--- src/sv/fpa_ram.sv ---
module fpa_ram #(
  parameter int WIDTH = 16,
  parameter int DEPTH = 256
) (
  input  logic                     clk,
  input  logic                     we,
  input  logic [$clog2(DEPTH)-1:0] waddr,
  input  logic [WIDTH-1:0]         wdata,
  input  logic [$clog2(DEPTH)-1:0] raddr,
  output logic [WIDTH-1:0]         rdata
);

  logic [WIDTH-1:0] mem [DEPTH];

  always_ff @(posedge clk) begin
    if (we) begin
      mem[waddr] <= wdata;
    end
    rdata <= mem[raddr];
  end

endmodule

--- config.mk ---
export PLATFORM = sky130hd
export DESIGN_NAME = fpa_ram
export DESIGN_NICKNAME = d
export VERILOG_FILES = /design/src/sv/fpa_ram.sv
export SDC_FILE = /design/constraint.sdc
export NUM_CORES = 2
export LEC_CHECK = 0
export BUFFER_PORTS_ARGS = -buffer_cell sky130_fd_sc_hd__buf_2
export CORE_MARGIN = 5
export CORE_UTILIZATION = 40
export CTS_CLUSTER_DIAMETER = 120
export DETAILED_ROUTE_END_ITERATION = 7
export HOLD_SLACK_MARGIN = 0.15
export PLACE_DENSITY = 0.59
export SETUP_SLACK_MARGIN = 0.02
export SYNTH_ARGS = -nofsm -noshare
export SYNTH_HDL_FRONTEND = slang
export SYNTH_SLANG_ARGS = --single-unit
--- constraint.sdc ---
create_clock -name clk -period 2.6 [get_ports clk]
set_input_delay 0.52 -clock clk [delete_from_list [all_inputs] [get_ports clk]]
set_output_delay 0.52 -clock clk [all_outputs]
set_load 0.02 [all_outputs]
==> metrics.yaml <==
clk_latency_ps: 990
routed_via_density: 5.774
worstPathArrival_ps: 3360
crit_path_cell_trace: "buf_12, buf_12, buf_12, buf_12, buf_4, mux2i_1, o221ai_1, o22ai_1, nor3_1, nor4_1, nor4_1"
r2r_start: "mem[23][15]"
maxCapViolCount: 0
firstDrtPassIters: 6
p_leak_nw: 61.30
regArea_mm2: 0.1233
ioPinCount: 50
cp_data_required_time_ps: 3380
vdd_ir_drop_max_mv: 0.5877
ys_async_sr_fraction: 0
power_density_mw_per_mm2: 733.7
power_mw: 139.5
fp.dieH_um: 639.9
finalCriticalPeriod_ps: 2576
wl_met2_mm: 212.6
cp-startpoint: "raddr[0]"
rsz0062_at_grt: "false"
yosysSeqAreaShare: 0.7770
vias: 81280
drv_slew: 0
clock_path_buffers: 4
ys_ff_latch: 4112
outcome: "finished clean"
fmax_mhz: 388.2
critPathMaxFanout: 21
finalHoldViolations: 0
worst_path_max_delay_cell: "nor4_1"
final_util: 0.4806
cp_common_cell: "buf_12"
endpoint_kind: "flip-flop"
fp.dieW_um: 639.9
numCtsBuffers: 401
ys_types: 52
cts_tree: "done"
core-area_mm2: 0.3957
cp_slowest_stage_delay_ps: 890
layout-drive-gt1-share: 0.3131
cts_root_buf: "clkbuf_16"
skew_ps: 81.72
finalCritPeriodShare: 0.9907
clock-sinks: 4112
drt_iter0_drc: 9425
setup_viol: 0
final_area_mm2: 0.1902
start_util: 0.4011
portBuffers: 49
htreeDepth: 5
gp_congestion: 0.8687
multi_input_area_mm2: 0.03319
worstMarginPinSlew_ps: 1071
crit_type: "in -> reg"
post-cts-setup-buffers: 0
post-place-ws_ps: -1211
antenna_left: 0
grt_pass1_wl_mm: 622.0
track_usage: 0.2111
grt_max_degree: 109
routed.top_layer: "met5"
yosysWarnings: 0
dieArea_mm2: 0.4095
synthesis.area_mm2: 0.1587
cp_top_family: "simple AND/OR/NAND/NOR gates"
grt_pass1_vias: 81360
hp-start: "waddr[1]"
syn_nets: 7394
start_kind: "input port"
avgSynthCellArea_um2: 21.56
grt_overflow: 0
syn_to_final_growth_pct: 19.81
synth_edf_count: 4096
finalWorstSetupSlack_ps: 24.19
wl_met1_mm: 179.0
placed_cell_area_mm2: 0.1766
drc: 0
antenna_found_initial: 23
clk_pin_slew_worst_paths_ps: 60
synthCells: 7360
path_buf_inv: 5
wl_per_cell_um: 31.23
n_fill_cell: 31700
dp_hpwl_mm: 282.8
nets: 8535
synth_ff_type: "edfxtp_1"
num_rows: 231
wl_met3_mm: 32.19
max-slew-margin-rel: 0.2793
hold_class: "in -> reg"
routed_wirelength_mm: 439.6
==> metrics by stage <==
stage               instances  setup TNS [ps]  hold WS, ps
CTS                     14070               0        215.3
detailed placement      13320          -14760        839.9
floorplan                7360         -117400        618.9
finish                  14080               0        321.3
global placement        13320          -14740        838.3
global route            14070               0        288.4
==> worst register-to-register path: cells and delay by family (launching register included) <==
family | cells | cell delay (ps)
mux | 2 | 1040
compound gates | 2 | 710
flops | 1 | 380
buf+inv | 1 | 190
simple gates | 1 | 40
==> state kept, by name, indices dropped and copies added (netlist names) <==
| register | count |
|---|---|
| mem | 4096 |
| rdata | 16 |
==> cells by family (layout without fill, tap and decap cells) <==
family / after synthesis / in the layout / share of synthesized area
other: 0 / 8 / 0
AO/OA/AOI/OAI: 786 / 786 / 0.03537
buffers and inverters: 456 / 1923 / 0.01693
AND/OR/NAND/NOR: 556 / 556 / 0.01574
flip-flops: 4112 / 4112 / 0.7770
multiplexers: 1450 / 1450 / 0.1550
==> layout make-up <==
class / instances / share of cell area
diodes: 8 / 0.0001053
clock buffers: 484 / 0.05490
clock inverters: 245 / 0.01433
inverters: 4 / 0.0001448
multi-input cells: 2792 / 0.1745
flip-flops and latches: 4112 / 0.6485
well taps: 5242 / 0.03449
repair buffers: 1190 / 0.07303
==> what timing repair did <==
item,4_1_cts,5_1_grt
hold endpoints to repair,877,0
hold buffers,16,0
endpoints found under the setup margin,7,10
resized for setup,11,19
pin swaps,0,1
==> layer usage <==
metal | vias up | track usage
li1 | 33640 | -
met1 | 43620 | 0.2948
met2 | 3394 | 0.3445
met3 | 624 | 0.03097
met4 | 4 | 0.06600
met5 | - | 0
==> report_power, final <==
part	switching, mW	internal (mW)
clock network	24.9	33.3
registers	0.160	73.1
logic	4.88	3.20
total	30.0	110
==> cell usage in the layout (no fill, tap or decap), types with 18 or more instances in the layout <==
master	count
edfxtp_1	4096
mux4_2	797
buf_4	739
mux2i_1	565
clkbuf_16	404
buf_12	387
o221ai_1	252
nor2_1	226
a21oi_1	174
o22ai_1	148
mux2_2	88
nor3_1	88
clkinv_1	78
nor2_2	77
clkinv_2	77
clkbuf_1	77
bufinv_16	46
nand2_1	36
a22oi_1	35
o21ai_0	35
a22o_1	32
buf_2	28
nand4_1	26
nand3_1	26
a221oi_1	25
a211oi_1	18
==> synth_stat cells (11+ instances only) <==
cell,n,share of area
nor3_1,92,0.0029
o31ai_1,16,0.00076
mux2_2,88,0.0062
o21ai_0,37,0.0012
nand4_1,26,0.0010
o32ai_1,20,0.0011
mux4_2,797,0.11
a221oi_1,28,0.0015
buf_8,11,0.0010
clkbuf_1,230,0.0054
buf_4,26,0.0012
a22oi_1,43,0.0020
mux2i_1,565,0.036
a211oi_1,18,0.00085
a22o_1,32,0.0018
buf_6,77,0.0055
buf_1,27,0.00064
buf_2,76,0.0024
o22ai_1,148,0.0058
nor2_1,304,0.0072
nand3_1,35,0.0011
nor4_1,17,0.00067
edfxtp_1,4096,0.77
o221ai_1,252,0.014
and3_1,11,0.00043
dfxtp_1,16,0.0020
nand2_1,38,0.00090
a21oi_1,175,0.0055
==> worst paths after layout <==
check / cells after the start / end / slack [ps]
worst max-delay path: 11 / rdata[12] / 20
worst min-delay path: 4 / mem[155][13] / 320
worst max register to register: 6 / rdata[15] / 110
worst min register to register: 6 / rdata[1] / 1060
Note: power is estimated with default switching activity, not from simulation.
