File: src/sv/fpa_pkg.sv
package fpa_pkg;

  localparam int MAX_PROCS = 16;
  localparam int MAX_HOLES = 17;
  localparam int PID_LIMIT = 256;

  localparam int PAGE_W = 16;
  localparam int PSZ_W = 13;
  localparam int ADDR_W = 28;
  localparam int PID_W = 8;
  localparam int ALU_W = 21;

  localparam int AI_W = $clog2(MAX_PROCS);
  localparam int AC_W = $clog2(MAX_PROCS + 1);
  localparam int HC_W = $clog2(MAX_HOLES + 1);
  localparam int CNT_AW = $clog2(PID_LIMIT);

  localparam logic [1:0] OP_ALLOC = 2'd0;
  localparam logic [1:0] OP_READ = 2'd1;
  localparam logic [1:0] OP_WRITE = 2'd2;
  localparam logic [1:0] OP_RELEASE = 2'd3;

  localparam logic [2:0] K_GRANTED = 3'd0;
  localparam logic [2:0] K_REJECTED = 3'd1;
  localparam logic [2:0] K_RELOCATED = 3'd2;
  localparam logic [2:0] K_READ_OK = 3'd3;
  localparam logic [2:0] K_WRITE_OK = 3'd4;
  localparam logic [2:0] K_WRITE_REFUSED = 3'd5;
  localparam logic [2:0] K_NOT_FOUND = 3'd6;
  localparam logic [2:0] K_RELEASED = 3'd7;

  localparam logic REG_TOTAL_PAGES = 1'b0;
  localparam logic REG_PAGE_SIZE = 1'b1;

  typedef enum logic {ALU_ADD, ALU_SUB} alu_op_t;

  typedef struct packed {
    alu_op_t op;
    logic [ALU_W-1:0] a;
    logic [ALU_W-1:0] b;
  } alu_req_t;

  typedef struct packed {
    logic [ALU_W-1:0] res;
    logic lt;
    logic eq;
  } alu_rsp_t;

endpackage

File: src/sv/fpa_alu.sv
module fpa_alu import fpa_pkg::*; (
  input  alu_req_t req,
  output alu_rsp_t rsp
);

  // One adder/subtractor shared by several steps of the sequencer.
  always_comb begin
    rsp.res = (req.op == ALU_ADD) ? req.a + req.b : req.a - req.b;
    rsp.lt = req.a < req.b;
    rsp.eq = req.a == req.b;
  end

endmodule

File: config.mk
export PLATFORM = sky130hd
export DESIGN_NAME = fpa_alu
export DESIGN_NICKNAME = d
export VERILOG_FILES = /design/src/sv/fpa_pkg.sv /design/src/sv/fpa_alu.sv
export SDC_FILE = /design/constraint.sdc
export NUM_CORES = 1
export LEC_CHECK = 0
export BUFFER_PORTS_ARGS = -buffer_cell sky130_fd_sc_hd__buf_4
export CAP_MARGIN = 20
export CORE_ASPECT_RATIO = 0.5
export CORE_UTILIZATION = 49
export DETAILED_ROUTE_END_ITERATION = 12
export PLACE_DENSITY_LB_ADDON = 0.05
export SKIP_LAST_GASP = 1
export SLEW_MARGIN = 40
export SYNTH_ARGS = -nofsm -noshare
export SYNTH_HDL_FRONTEND = slang
export SYNTH_SLANG_ARGS = --single-unit
File: constraint.sdc
create_clock -name vclk -period 2.35
set_input_delay 0.1175 -clock vclk [all_inputs]
set_output_delay 0.1175 -clock vclk [all_outputs]
set_load 0.02 [all_outputs]
==> metrics.cfg, run 1 <==
[outcome]
outcome=finished, violations left
failed_checks=negative setup slack

[critical_path]
path_buf_inv=2
cp_slowest_stage_delay_ns=0.36
path_cells=buf_8 -> ha_4 -> fa_2 -> nor2b_4 -> o21ai_2 -> a211oi_2 -> or3_4 -> a31o_4 -> o311ai_4 -> xor2_2 -> buf_4
cp_slowest_cell=fa_2
end_kind=output pin
cp_max_fo=2
critPathLaunchType=primary input
crit_required_ns=2.23
crit_family=compound AO/OA/AOI/OAI gates
cp.arrival_ns=2.31
crit_end=rsp[22]
path_depth=11
cp-startpoint=req[0]
critPathKind=in -> out

[timing]
whs_ns=0.634
slew_headroom=0.713
rsz0062_at_grt=yes
hold_violations=0
setup_tns_ns=-0.147
fin_ws_ns=-0.0790
worstMarginPinSlew_ns=0.427
fin_crit_ns=2.43
fmax_ghz=0.412
finalSetupViolCount=3
fin_crit_sh=1.03
slew_violations=0

[grt]
grt_first_pass_wirelength_um=11400
grt_util_all_layers=0.278
grt_pass1_vias=2436
grt_max_degree=26
grt_overflow=0
antenna_found_initial=0

[synthesis]
synth_warnings=0
synth_cell_types=56
synth_top_area_share=0.230
synth-seq-area-share=0
synth_area_leader_cell=ha_1
synth_cells=327
ys_top_cells_by_count=a21oi_1 (42), ha_1 (41), inv_1 (41)
synth_fp_nets=413
synthTopCellsByArea=ha_1 (23%), a21oi_1 (9.4%), inv_1 (6.9%), xnor2_1 (6.3%), o21ai_0 (4.0%)
synth.most_common_cell=a21oi_1
syn_area_per_cell_um2=6.82
syn_area_mm2=0.00223

[floorplanning]
die_h_um=49.7
core_area_mm2=0.00412
initial_core_util=0.541
die_x_um=97.4
ios=66
rows=16
die_area_mm2=0.00484

[pwr]
switching_share=0.540
powerDensity_mw_per_mm2=320
leakagePower_nw=1.53
vdd_drop_max_mv=0.194
comb_power_share=1.000
seq_power_share=0
internal_power_uw=453
power.switching_uw=531
power.share.clock=0

[clock_network]
postCtsHoldBufs=0

[route]
drc=0
vias=2693
drt_iter0_markers=142
drt_pass1_iterations=5
viasPerCell=5.74
antenna_left=0
wire_per_inst_um=14.6
wl_um=6870

[final_layout]
fillers=351
drive_above_1_share=0.311
seqCellArea_um2=0
area_growth_pct=38.0
clock_buffers=0
fin_nets=503
design.seq.count=0
diodes=0

[placed_design]
hpwl_um=5550
post-place-ws_ns=-0.223
routabilityCongestion=0.906
port_buffers=66

[hold_path]
min_path_cells=4
hp-class=in -> out
hold_start=req[41]

[run]
drv_cap=0

## power by group through the flow
stage	clock [mW]	sequential, mW	combinational [mW]
floorplan	0	0	0.584
detailed placement	0	0	0.925
global route	0	0	1.06
global placement	0	0	0.913
CTS	0	0	0.957
finish	0	0	0.985
## cell type report
| cell class | count | area (um2) | share of cell area |
|---|---|---|---|
| multi-input cells | 269 | 2060 | 0.671 |
| repair buffers | 103 | 785 | 0.255 |
| well taps | 54 | 67.6 | 0.0220 |
| inverters | 43 | 161 | 0.0525 |
## layer usage
layer | vias up | wire length, um | track usage
li1 | 1348 | - | -
met1 | 1210 | 3290 | 0.419
met2 | 135 | 3040 | 0.474
met3 | 0 | 543 | 0.00142
met4 | 0 | 0 | 0.00245
met5 | - | 0 | 0
## cell usage in the layout (no fill, tap or decap), drive strengths merged, types with 4 or more instances in the layout
master / instances
a211oi: 6
a21o: 7
a21oi: 43
buf: 103
ha: 41
inv: 42
nand2: 24
nand3: 7
nor2: 22
nor2b: 7
nor3: 7
o211ai: 5
o21a: 5
o21ai: 19
o21bai: 4
o31ai: 7
xnor2: 16
## cells by family after synthesis
group | count (synthesis) | share of synthesized area
AO/OA/AOI/OAI | 119 | 0.357
XOR/XNOR | 19 | 0.0746
adder cells (fa/ha/maj) | 43 | 0.248
buffers and inverters | 58 | 0.122
multiplexers | 3 | 0.0135
AND/OR/NAND/NOR | 85 | 0.184
## timing repair
action / 4_1_cts / 5_1_grt
gates cloned: 0 / 0
resized for setup: 15 / 10
buffers inserted: 2 / 3
endpoints found under the setup margin: 7 / 12
pin swaps: 10 / 3
## worst min-delay path by stage
stage	end	slack (ns)
floorplan	rsp[1]	0.44
global placement	rsp[1]	0.63
detailed placement	rsp[1]	0.64
CTS	rsp[1]	0.64
global route	rsp[1]	0.67
finish	rsp[1]	0.63
## metrics by stage
stage                     instance area (um2)  power [mW]   util  instances
after detailed placement                 2930       0.925  0.710        464
after global routing                     3080        1.06  0.746        469
after floorplan                          2240       0.584      -        327
after CTS                                3020       0.957  0.731        466
after global placement                   2930       0.913  0.710        464
final                                    3080       0.985  0.746        469
(Power assumes the default switching activity.)
==> run 2, diff against run 1 <==
Settings changed: CELL_PAD_IN_SITES_DETAIL_PLACEMENT from default to 1, CELL_PAD_IN_SITES_GLOBAL_PLACEMENT from default to 1, CORE_UTILIZATION 49 to 38.
==> run 2 against run 1 <==
Net effect: count of clock-buffer cells in the layout stayed put; critical path depth is 2 higher; largest power group unchanged; the run still ends with negative setup slack left; largest cell class unchanged; design area is 10% higher; cell count is 6.8% higher; global-route usage is 0.12 points higher.
==> metrics.cfg, run 2 (synthesized netlist as in run 1, its figures left out) <==
[outcome]
outcome=finished, violations left
failed_checks=negative setup slack

[grt]
grt_first_pass_wirelength_um=13800  ; +21%
grt_overflow=0  ; unchanged
grt_util_all_layers=0.280  ; +0.00125
grt_max_degree=26  ; unchanged
grt_pass1_vias=2888  ; +19%
antenna_found_initial=0  ; unchanged

[placed_design]
port_buffers=66  ; unchanged
dp_cells=491  ; +5.8%
routabilityCongestion=0.888  ; -2.0%
hpwl_um=6670  ; +20%

[timing]
whs_ns=0.635  ; +0.00145 ns
fin_crit_sh=1.06  ; +0.0270
fin_crit_ns=2.49  ; +0.0634 ns
fmax_ghz=0.401  ; -2.5%
rsz0062_at_grt=yes
slew_violations=0  ; unchanged
fin_ws_ns=-0.142  ; -0.0634 ns
hold_violations=0  ; unchanged
finalSetupViolCount=6  ; +3
slew_headroom=0.576  ; -0.136
worstMarginPinSlew_ns=0.630  ; +0.202 ns

[final_layout]
drive_above_1_share=0.388  ; +0.0770
diodes=0  ; unchanged
layout_common_cells=buf_4 (110), inv_1 (40), a21oi_1 (36), ha_1 (34), nand2_1 (24)
area_growth_pct=52.2
finalNonFillerCells=501  ; +6.8%
design.seq.count=0  ; unchanged
seqCellArea_um2=0  ; unchanged
fin_nets=516  ; +2.6%
clock_buffers=0  ; unchanged
final_common_cell=buf_4

[pwr]
comb_power_share=1.000  ; about the same
vdd_drop_max_mv=0.226  ; +16%
power.share.clock=0  ; unchanged
seq_power_share=0  ; unchanged
powerDensity_mw_per_mm2=334  ; +4.4%
internal_power_uw=514  ; +13%
switching_share=0.546  ; +0.00658
power.switching_uw=619  ; +16%
leakagePower_nw=1.61  ; +5.2%

[route]
antenna_left=0  ; unchanged
drt_iter0_markers=152  ; +7.0%
viasPerCell=5.89  ; +2.5%
wl_um=9780  ; +42%
wire_per_inst_um=19.5  ; +33%
drc=0  ; unchanged
drt_pass1_iterations=4  ; -1
vias=2949  ; +9.5%

[floorplanning]
die_area_mm2=0.00620  ; +28%
ios=66  ; unchanged
initial_core_util=0.401  ; -0.140
die_h_um=56.2  ; +13%
core_area_mm2=0.00556  ; +35%
die_x_um=110  ; +13%
rows=19  ; +3

[critical_path]
end_kind=output pin
critPathKind=in -> out
crit_required_ns=2.23  ; about the same
cp_max_fo=2  ; unchanged
critPathLaunchType=primary input
cp.arrival_ns=2.37  ; +0.06 ns

[run]
drv_cap=0  ; unchanged

[clock_network]
postCtsHoldBufs=0  ; unchanged

[hold_path]
hp-class=in -> out

-- run 2: cell types whose count changed in the layout (fill, tap and decap cells not counted), sizes merged --
cell,before,now
buf,103,116
-- run 2: layout make-up --
cell class | count | area [um2]
Multi-Input combinational cell | 269 | 2240
Fill cell | 705 | 2170
Timing Repair Buffer | 116 | 901
Inverter | 43 | 164
Tap cell | 73 | 91.3
-- run 2: through the flow --
stage	utilization	cell area (um2)	TNS (ns)	setup slack, ns	total power, mW
after global placement	0.542	3010	-0.600	-0.222	0.947
after floorplan	-	2240	0	0.0129	0.584
after CTS	0.576	3200	-0.214	-0.145	1.03
after detailed placement	0.542	3010	-1.02	-0.305	0.968
final	0.610	3390	-0.481	-0.142	1.13
after global routing	0.610	3390	-1.33	-0.232	1.21
-- run 2: power groups by stage --
stage	clock network [mW]	registers (mW)	logic [mW]
global route	0	0	1.21
finish	0	0	1.13
CTS	0	0	1.03
global placement	0	0	0.947
floorplan	0	0	0.584
detailed placement	0	0	0.968
-- run 2: critical path, stage by stage --
cell,delay [ns]
buf_8,0.10
buf_6,0.11
ha_4,0.15
fa_2,0.36
nor2b_2,0.16
o31a_1,0.20
nor3_2,0.07
o22ai_2,0.21
nor2_1,0.11
o311ai_2,0.35
buf_4,0.18
xnor2_2,0.09
buf_4,0.15
-- run 2: worst paths after layout --
path / start / to / slack, ns / cells past startpoint
worst max-delay path: req[0] / rsp[18] / -0.14 / 13
worst min-delay path: req[41] / rsp[1] / 0.63 / 4
-- run 2: metal layers --
metal  GRT usage  wire (um)  vias to the layer above
met5           0          0                        -
met4      0.0226        272                        0
met3      0.0246        536                       30
met2       0.499       4640                      132
met1       0.377       4340                     1418
li1            -          -                     1369
-- run 2: timing repair --
item,CTS,global route
gates resized for setup,30,29
buffers inserted,5,7
endpoints found under the setup margin,8,13
pin swaps,22,22
==> run 3, diff against run 2 <==
Settings changed: ABC_AREA from default to 1, CORE_UTILIZATION 38 to 37.
==> run 3 against run 2 <==
Net effect: the flow now finishes without violations; design area increased by 7.6%; flip-flop and latch count unchanged; critical endpoint is now rsp[19]; cell count increased by 59%; largest power group unchanged; critical path type unchanged.
==> metrics.cfg, run 3 <==
[synthesis]
ys_top_cells_by_count=nand2_1 (267), inv_1 (121), nor2_1 (56)
synth.most_common_cell=nand2_1
synth_cells=632  ; +93%
synth_warnings=0  ; unchanged
syn_area_per_cell_um2=4.87  ; -29%
synth_fp_nets=718  ; +74%
synth_area_leader_cell=nand2_1
synth_top_area_share=0.326  ; +0.0955
synth_cell_types=30  ; -46%
synth-seq-area-share=0  ; unchanged
synthTopCellsByArea=nand2_1 (33%), ha_1 (17%), inv_1 (15%), nand3_1 (7.0%), nor2_1 (6.8%)
syn_area_mm2=0.00308  ; +38%

[critical_path]
path_buf_inv=3  ; -1
crit_family=simple AND/OR/NAND/NOR gates
path_cells=buf_4 -> inv_1 -> ha_1 -> nand2_1 -> nor2_1 -> nand2_1 -> nand2_1 -> nand2_1 -> nand3_1 -> nand2_1 -> nand2_1 -> nand2_1 -> nand2_1 -> buf_4
cp_max_fo=8  ; +6
crit_required_ns=2.23  ; about the same
critPathKind=in -> out
cp_slowest_cell=ha_1
critPathLaunchType=primary input
end_kind=output pin
cp_slowest_stage_delay_ns=0.45  ; +0.09 ns
cp_common_cell=nand2_1
cp.arrival_ns=2.12  ; -0.25 ns

[timing]
fmax_ghz=0.447  ; +11%
rsz0062_at_grt=no
slew_headroom=0.671  ; +0.0942
worstMarginPinSlew_ns=0.492  ; -0.137 ns
finalSetupViolCount=0  ; -6
hold_violations=0  ; unchanged
fin_crit_ns=2.24  ; -0.254 ns
slew_violations=0  ; unchanged
fin_crit_sh=0.953  ; -0.108
fin_ws_ns=0.112  ; +0.254 ns
setup_tns_ns=0  ; +0.481 ns

[clock_network]
cts_setup_buffers=0  ; -5
cts_resized=0  ; -100%
postCtsHoldBufs=0  ; unchanged

[grt]
grt_util_all_layers=0.292  ; +0.0121
grt_max_degree=16  ; -38%
grt_pass1_vias=3668  ; +27%
antenna_found_initial=0  ; unchanged
grt_first_pass_wirelength_um=19200  ; +39%
grt_overflow=0  ; unchanged

[hold_path]
hold_end=rsp[2]
hold_start=req[0]
hp-class=in -> out
min_path_cells=4  ; unchanged

[final_layout]
area_growth_pct=18.6
final_common_cell=nand2_1
design.seq.count=0  ; unchanged
seqCellArea_um2=0  ; unchanged
fillers=1231  ; +75%
diodes=0  ; unchanged
fin_nets=775  ; +50%
layout_common_cells=nand2_1 (267), inv_1 (120), buf_4 (72), nor2_1 (56), nand3_1 (43)
finalNonFillerCells=799  ; +59%
drive_above_1_share=0.116  ; -0.271
clock_buffers=0  ; unchanged

[route]
antenna_left=0  ; unchanged
drt_pass1_iterations=5  ; +1
top_layer=met3
wire_per_inst_um=15.5  ; -21%
drc=0  ; unchanged
drt_iter0_markers=281  ; +85%
routed-wl-met2_um=4920  ; +6.2%
vias=4028  ; +37%
viasPerCell=5.04  ; -14%
wl_um=12400  ; +27%
wl_met1_um=6650  ; +53%
route.met3.wl_um=818  ; +53%

[placed_design]
routabilityCongestion=0.896  ; +0.91%
dp_cells=799  ; +63%
port_buffers=66  ; unchanged
hpwl_um=10900  ; +64%
post-place-ws_ns=0.149  ; +0.454 ns

[floorplanning]
ios=66  ; unchanged
rows=23  ; +4
initial_core_util=0.383  ; -0.0175
core_area_mm2=0.00803  ; +44%
die_x_um=131  ; +19%
die_area_mm2=0.00871  ; +41%
die_h_um=66.5  ; +18%

[outcome]
outcome=completed

[pwr]
leakagePower_nw=2.33  ; +44%
vdd_drop_max_mv=0.121  ; -46%
powerDensity_mw_per_mm2=294  ; -12%

[run]
drv_cap=0  ; unchanged

## run 3: cell types whose count changed in the layout (fill, tap and decap cells not counted), moves of 10 or more
cell and change:
xor2_1 +11, xnor2_1 -15, nor2_1 +36, a21oi_1 -13, inv_1 +80, buf_4 -38, nand2_1 +243, nand3_1 +37
nand4_1 +10
## run 3: through the flow
step	area, um2	hold WS (ns)	power, mW	utilization
floorplan	3080	0.434	0.683	-
global placement	3640	0.630	1.04	0.454
detailed placement	3640	0.635	1.06	0.454
CTS	3640	0.637	1.06	0.454
global route	3650	0.657	1.19	0.455
finish	3650	0.634	1.07	0.455
## run 3: final cells by class
type	instances	area, um2	area share
Multi-Input combinational cell	492	2510	0.687
Timing Repair Buffer	72	541	0.148
Inverter	123	462	0.126
Tap cell	112	140	0.0384
## run 3: logic make-up (layout without fill, tap and decap cells)
kind of cell / count (synthesis) / after routing / synth area share
compound gates: 48 / 48 / 0.0870
buf+inv: 140 / 195 / 0.187
simple gates: 388 / 388 / 0.509
fa+ha+maj: 43 / 43 / 0.180
xor+xnor: 13 / 13 / 0.0370
## run 3: worst max path at each step
stage	cells past startpoint	startpoint	slack, ns	to
detailed placement	14	req[0]	0.15	rsp[16]
finish	14	req[7]	0.11	rsp[19]
CTS	14	req[0]	0.14	rsp[16]
global placement	14	req[0]	0.11	rsp[16]
floorplan	11	req[21]	0.62	rsp[10]
global route	14	req[6]	0.02	rsp[19]
## run 3: metal layers
layer  track usage  vias up
li1              -     2020
met1         0.449     1889
met2         0.448      119
met3        0.0329        0
met4       0.00287        0
met5             0        -
## run 3: report_power, final
part / switching (mW) / internal, mW
combinational: 0.693 / 0.381
sequential: 0 / 0
clock: 0 / 0
